<file path="config.mk">
export PLATFORM = sky130hd
export DESIGN_NAME = rv32ex_ram
export DESIGN_NICKNAME = d
export VERILOG_FILES = /design/src/rtl/rv32ex_ram.sv
export SDC_FILE = /design/constraint.sdc
export NUM_CORES = 1
export LEC_CHECK = 0
export BUFFER_PORTS_ARGS = -buffer_cell sky130_fd_sc_hd__buf_2
export CAP_MARGIN = 10
export CORE_ASPECT_RATIO = 1.5
export CORE_MARGIN = 2
export CORE_UTILIZATION = 55
export DETAILED_ROUTE_END_ITERATION = 10
export PLACE_DENSITY = 0.72
export RECOVER_POWER = 100
export SLEW_MARGIN = 15
export SYNTH_ARGS = -nofsm -noshare
export SYNTH_HDL_FRONTEND = slang
export SYNTH_SLANG_ARGS = --single-unit
</file>
<file path="constraint.sdc">
create_clock -name clk -period 3.4 [get_ports clk]
set_input_delay 0.68 -clock clk [delete_from_list [all_inputs] [get_ports clk]]
set_output_delay 0.68 -clock clk [all_outputs]
set_load 0.01 [all_outputs]
</file>
<file path="src/rtl/rv32ex_ram.sv">
`timescale 1ns / 1ps
// Generic single-write, single-read RAM with bit write mask and registered read.
module rv32ex_ram #(
	parameter int WIDTH = 32,
	parameter int DEPTH = 32
) (
	input  logic                     clk,
	input  logic                     we,
	input  logic [$clog2(DEPTH)-1:0] waddr,
	input  logic [WIDTH-1:0]         wdata,
	input  logic [WIDTH-1:0]         wmask,
	input  logic                     re,
	input  logic [$clog2(DEPTH)-1:0] raddr,
	output logic [WIDTH-1:0]         rdata
);

	logic [WIDTH-1:0] mem_q [DEPTH];

	always_ff @(posedge clk) begin
		if (we) begin
			mem_q[waddr] <= (mem_q[waddr] & ~wmask) | (wdata & wmask);
		end
		if (re) begin
			rdata <= mem_q[raddr];
		end
	end

endmodule

</file>
# --- After elaboration in Yosys (flattened, before gate mapping) ---
# Memories as Yosys holds them, arrays and structs flattened. A register that Yosys moved wholly into a read port is not among the register bits.
# Index checks and enable logic that the tools add are counted.
op_classes:
  bitwise_logic: 4
  n_mux: 2
ops:
  columns: ["op", "n"]
  rows:
  - ["AND 32 bit", 2]
  - ["inverter 32 bit", 1]
  - ["OR 32 bit", 1]
  - ["2-to-1 mux 1 bit", 2]
totals:
  memories: 1
  register_bits: 0
  out_inout_bits: 32
  mem_bits_rw: 1024
  inputBits: 77
mem_list:
  columns: ["name", "depth", "word_bits", "rd", "rd_clocked_by_memory_dff", "write_ports", "line_no", "text"]
  rows:
  - ["mem_q", 32, 32, 2, 1, 1, "17", "logic [WIDTH-1:0] mem_q [DEPTH];"]

# --- Logic depth before layout (Yosys ltp) ---
logic_depth:
  word_depth: 3
  depth_mapped: 9

# --- Worst setup path after synthesis ---
# OpenSTA, ideal clock, no wires.
synth_path:
  path_kind: "input -> register"
  start: "input port waddr[2]"
  end: "memory mem_q[30][0], enable pin"
  n_path_buf: 4
  t_required_ps: 2979
  path_slack_ps: -228
  setup_ps: 421
  cell_stages: 6
  arrival_ps: 3207
  path_cell_list: "clkbuf_1 -> buf_2 -> clkbuf_1 -> buf_1 -> nand3_1 -> nor2_1"
synth_lines:
  columns: ["item", "line_no", "text"]
  rows:
  - ["from (decl)", "9", "input logic [$clog2(DEPTH)-1:0] waddr,"]
  - ["to (decl)", "17", null]
# Straight into the memory's write port.

# --- Final worst setup path ---
layout_path:
  start: "input port waddr[1]"
  end: "memory mem_q[27][16], enable pin"
# Straight into the memory's write port.

==> results_dict.tcl <==
set metrics [dict create \
    nets 2765 \
    crit_path_max_fanout 38 \
    cpMostUsedCell "clkbuf_1" \
    grt.total_usage 0.345 \
    ys.flop_type "edfxtp_1" \
    grt_pass1_wl_microns 215000 \
    clock.fmax_ghz 0.325 \
    required_ns 3.69 \
    initial_core_util 0.553 \
    post_cts_buffers 0 \
    hp-class "in -> reg" \
    holdWs_ns 0.391 \
    power_frac_clock 0.385 \
    die_w_microns 246 \
    power_leakage_nw 17.9 \
    avgSynthCellArea_sq_um 20.1 \
    timing.max_cap.violations 15 \
    ys_warn_count 0 \
    relSlewSlack -0.497 \
    htree_levels 3 \
    end_kind "flop" \
    synthCells 2403 \
    min_path_cells 2 \
    drc 0 \
    gp_congestion 0.858 \
    holdBufCountCts 0 \
    tightestPinTransition_ns 2.25 \
    p_per_area_mw_per_mm2 514 \
    grtUsageMet1 0.448 \
    post_cts_resized 0 \
    slowest_delay_ns 1.32 \
    drtIter0Drc 3960 \
    cts_tree "yes" \
    drt-vias-per-instance 7.41 \
    cp_slowest_cell "clkbuf_1" \
    wl_per_cell_microns 39.0 \
    port_buffers 108 \
    syn_area_sq_mm 0.0482 \
    grt_max_degree 44 \
    crit_arrival_ns 3.37 \
    grt_setup_unrepaired "false" \
    path_cells "buf_8 -> nand3_1 -> clkbuf_1 -> nor2_1 -> clkbuf_1" \
    p_sw_mw 6.34 \
    combPwrFrac 0.089 \
    cts.clk_slew.worst_paths_ns 0.07 \
    drt_pass1_iterations 5 \
    fin_crit_ns 3.08 \
    wirelength_microns 153000 \
    synth-edff-count 1056 \
    ioPinCount 109 \
    grt.busiest_layer "met2" \
    async_flop_share 0 \
    final_max_slew_viol_count 217 \
    num-fill-cells 6073 \
    violations "max-capacitance violations, max-slew violations" \
    internal-power_mw 21.7 \
    die_h_microns 367 \
    rr_worst_depth 5 \
    cts_buffers 94 \
    vias 29024 \
    grt_pass1_vias 29934 \
    seq_area_frac_synth 0.658 \
    startpoint_type "input port" \
    antenna_found_initial 3 \
    core_sq_mm 0.0872 \
    path_class "in -> reg" \
    grt.met3_usage 0.0570 \
    final_layout_size_suffix_gt1_frac 0.315 \
    fin_skew_ns 0.0237 \
    p_seq_frac 0.526 \
    total_power_mw 28.1 \
    p_sw_frac 0.226 \
    ir_worst_vdd_v 0.000382 \
    fin_crit_sh 0.905 \
    grt_overflow_total 0 \
    areaGrowthSynthToFinish_pct 13.4 \
    setup_viol 0 \
    die_area_sq_mm 0.0901 \
    met2_usage 0.553 \
    critPathTopFamily "buffers and inverters" \
    dp_hpwl_microns 91300 \
    critical_path_depth 5 \
    yosysUniqueCellTypes 46 \
    crit_buf_inv 3 \
    clkLatencyLatePin_ns 0.71 \
    status "complete, but fails checks" \
    hold_viol_final 0 \
    drtAntennaViolNets 0 \
    cts_sinks 1056 \
    rows 133 \
    cts_root_buf "clkbuf_16" \
    ys_seq_elements 1056 \
    syn-num-nets 2480 \
    clk_path_buf_depth 3 \
]
power groups by stage:
stage | Clock [mW] | Combinational, mW | Sequential, mW
floorplan | 0 | 1.50 | 15.1
global placement | 0 | 2.49 | 15.0
detailed placement | 0 | 2.55 | 15.0
CTS | 10.9 | 2.56 | 14.8
global route | 11.3 | 2.62 | 14.8
finish | 10.8 | 2.50 | 14.8
worst register-to-register path: stages (launching register included):
cell and delay, ns:
edfxtp_1 0.39, mux4_2 0.51, a22o_1 0.25, nor4_1 0.43, a32oi_1 0.28, clkbuf_1 0.29
worst paths after layout:
path | start | end | slack, ns
setup / recovery | waddr[1] | mem_q[27][16]$_DFFE_PP_ | 0.32
hold / removal | wmask[1] | mem_q[17][1]$_DFFE_PP_ | 0.39
setup reg to reg | mem_q[28][31]$_DFFE_PP_ | mem_q[26][31]$_DFFE_PP_ | 0.94
hold reg to reg | mem_q[15][30]$_DFFE_PP_ | rdata[30]$_DFFE_PP_ | 0.98
placed cells by master, fill, tap and decap left out, types with 19 or more instances in the layout:
master	n
a2111oi_0	35
a21oi_1	19
a22o_1	20
a22oi_1	49
buf_12	47
buf_2	68
buf_4	111
clkbuf_1	115
clkbuf_16	96
clkbuf_2	38
clkinv_2	30
edfxtp_1	1056
inv_1	19
mux2i_1	290
mux4_2	431
nor2_1	28
nor2b_1	19
o21a_1	32
o22ai_1	110
cells in the mapped netlist (3+ instances only):
master / n / area share
buf_6: 15 / 0.0035
buf_1: 23 / 0.0018
nand2_1: 11 / 0.00086
a2111oi_0: 35 / 0.0064
clkbuf_1: 56 / 0.0044
nand4b_1: 4 / 0.00073
mux2i_1: 290 / 0.060
a21oi_1: 19 / 0.0020
nand4bb_1: 5 / 0.0012
buf_4: 10 / 0.0016
a32oi_1: 17 / 0.0031
a21o_1: 4 / 0.00062
buf_2: 81 / 0.0084
or4b_2: 3 / 0.00062
a22o_1: 20 / 0.0036
o21a_1: 32 / 0.0050
nor4_1: 7 / 0.00091
nor2_1: 37 / 0.0029
inv_1: 19 / 0.0015
a211oi_1: 10 / 0.0016
mux4_2: 431 / 0.20
a22oi_1: 49 / 0.0076
edfxtp_1: 1056 / 0.66
nor2b_1: 21 / 0.0027
o22ai_1: 110 / 0.014
nand3_1: 11 / 0.0011
cell type report:
cell class / instances / area [sq um] / area share
flip-flops and latches: 1056 / 31700 / 0.580
clock buffers: 106 / 2440 / 0.0446
repair buffers: 375 / 2780 / 0.0509
multi-input cells: 1142 / 15600 / 0.285
well taps: 1147 / 1440 / 0.0263
inverters: 19 / 71.3 / 0.00131
diodes: 4 / 10.0 / 0.000183
clock inverters: 67 / 627 / 0.0115
cells by family after synthesis:
logic type	count (synthesis)	share of synthesized area
flip-flops	1056	0.658
AND/OR/NAND/NOR	116	0.0136
AO/OA/AOI/OAI	305	0.0457
multiplexers	721	0.262
buffers and inverters	205	0.0214
registers in the layout (all words and copies together) (netlist names):
| name | count |
|---|---|
| mem_q | 1024 |
| rdata | 32 |
routing by layer:
layer / part of all wire / vias up
li1: - / 11056
met1: 0.33 / 15209
met2: 0.48 / 2209
met3: 0.11 / 548
met4: 0.071 / 2
met5: 0.000072 / -
through the flow:
| stage | util | setup TNS, ns | cell area, sq um | setup slack (ns) | instances |
|---|---|---|---|---|---|
| after floorplan | - | -169.70 | 48200 | -0.228 | 2403 |
| after global placement | 0.602 | 0 | 52500 | 0.150 | 3739 |
| after detailed placement | 0.602 | 0 | 52500 | 0.0796 | 3739 |
| after CTS | 0.638 | 0 | 55600 | 0.816 | 3912 |
| after global routing | 0.627 | 0 | 54600 | 0.351 | 3913 |
| final | 0.627 | 0 | 54600 | 0.323 | 3916 |
Power figures use the tool's default switching activity.
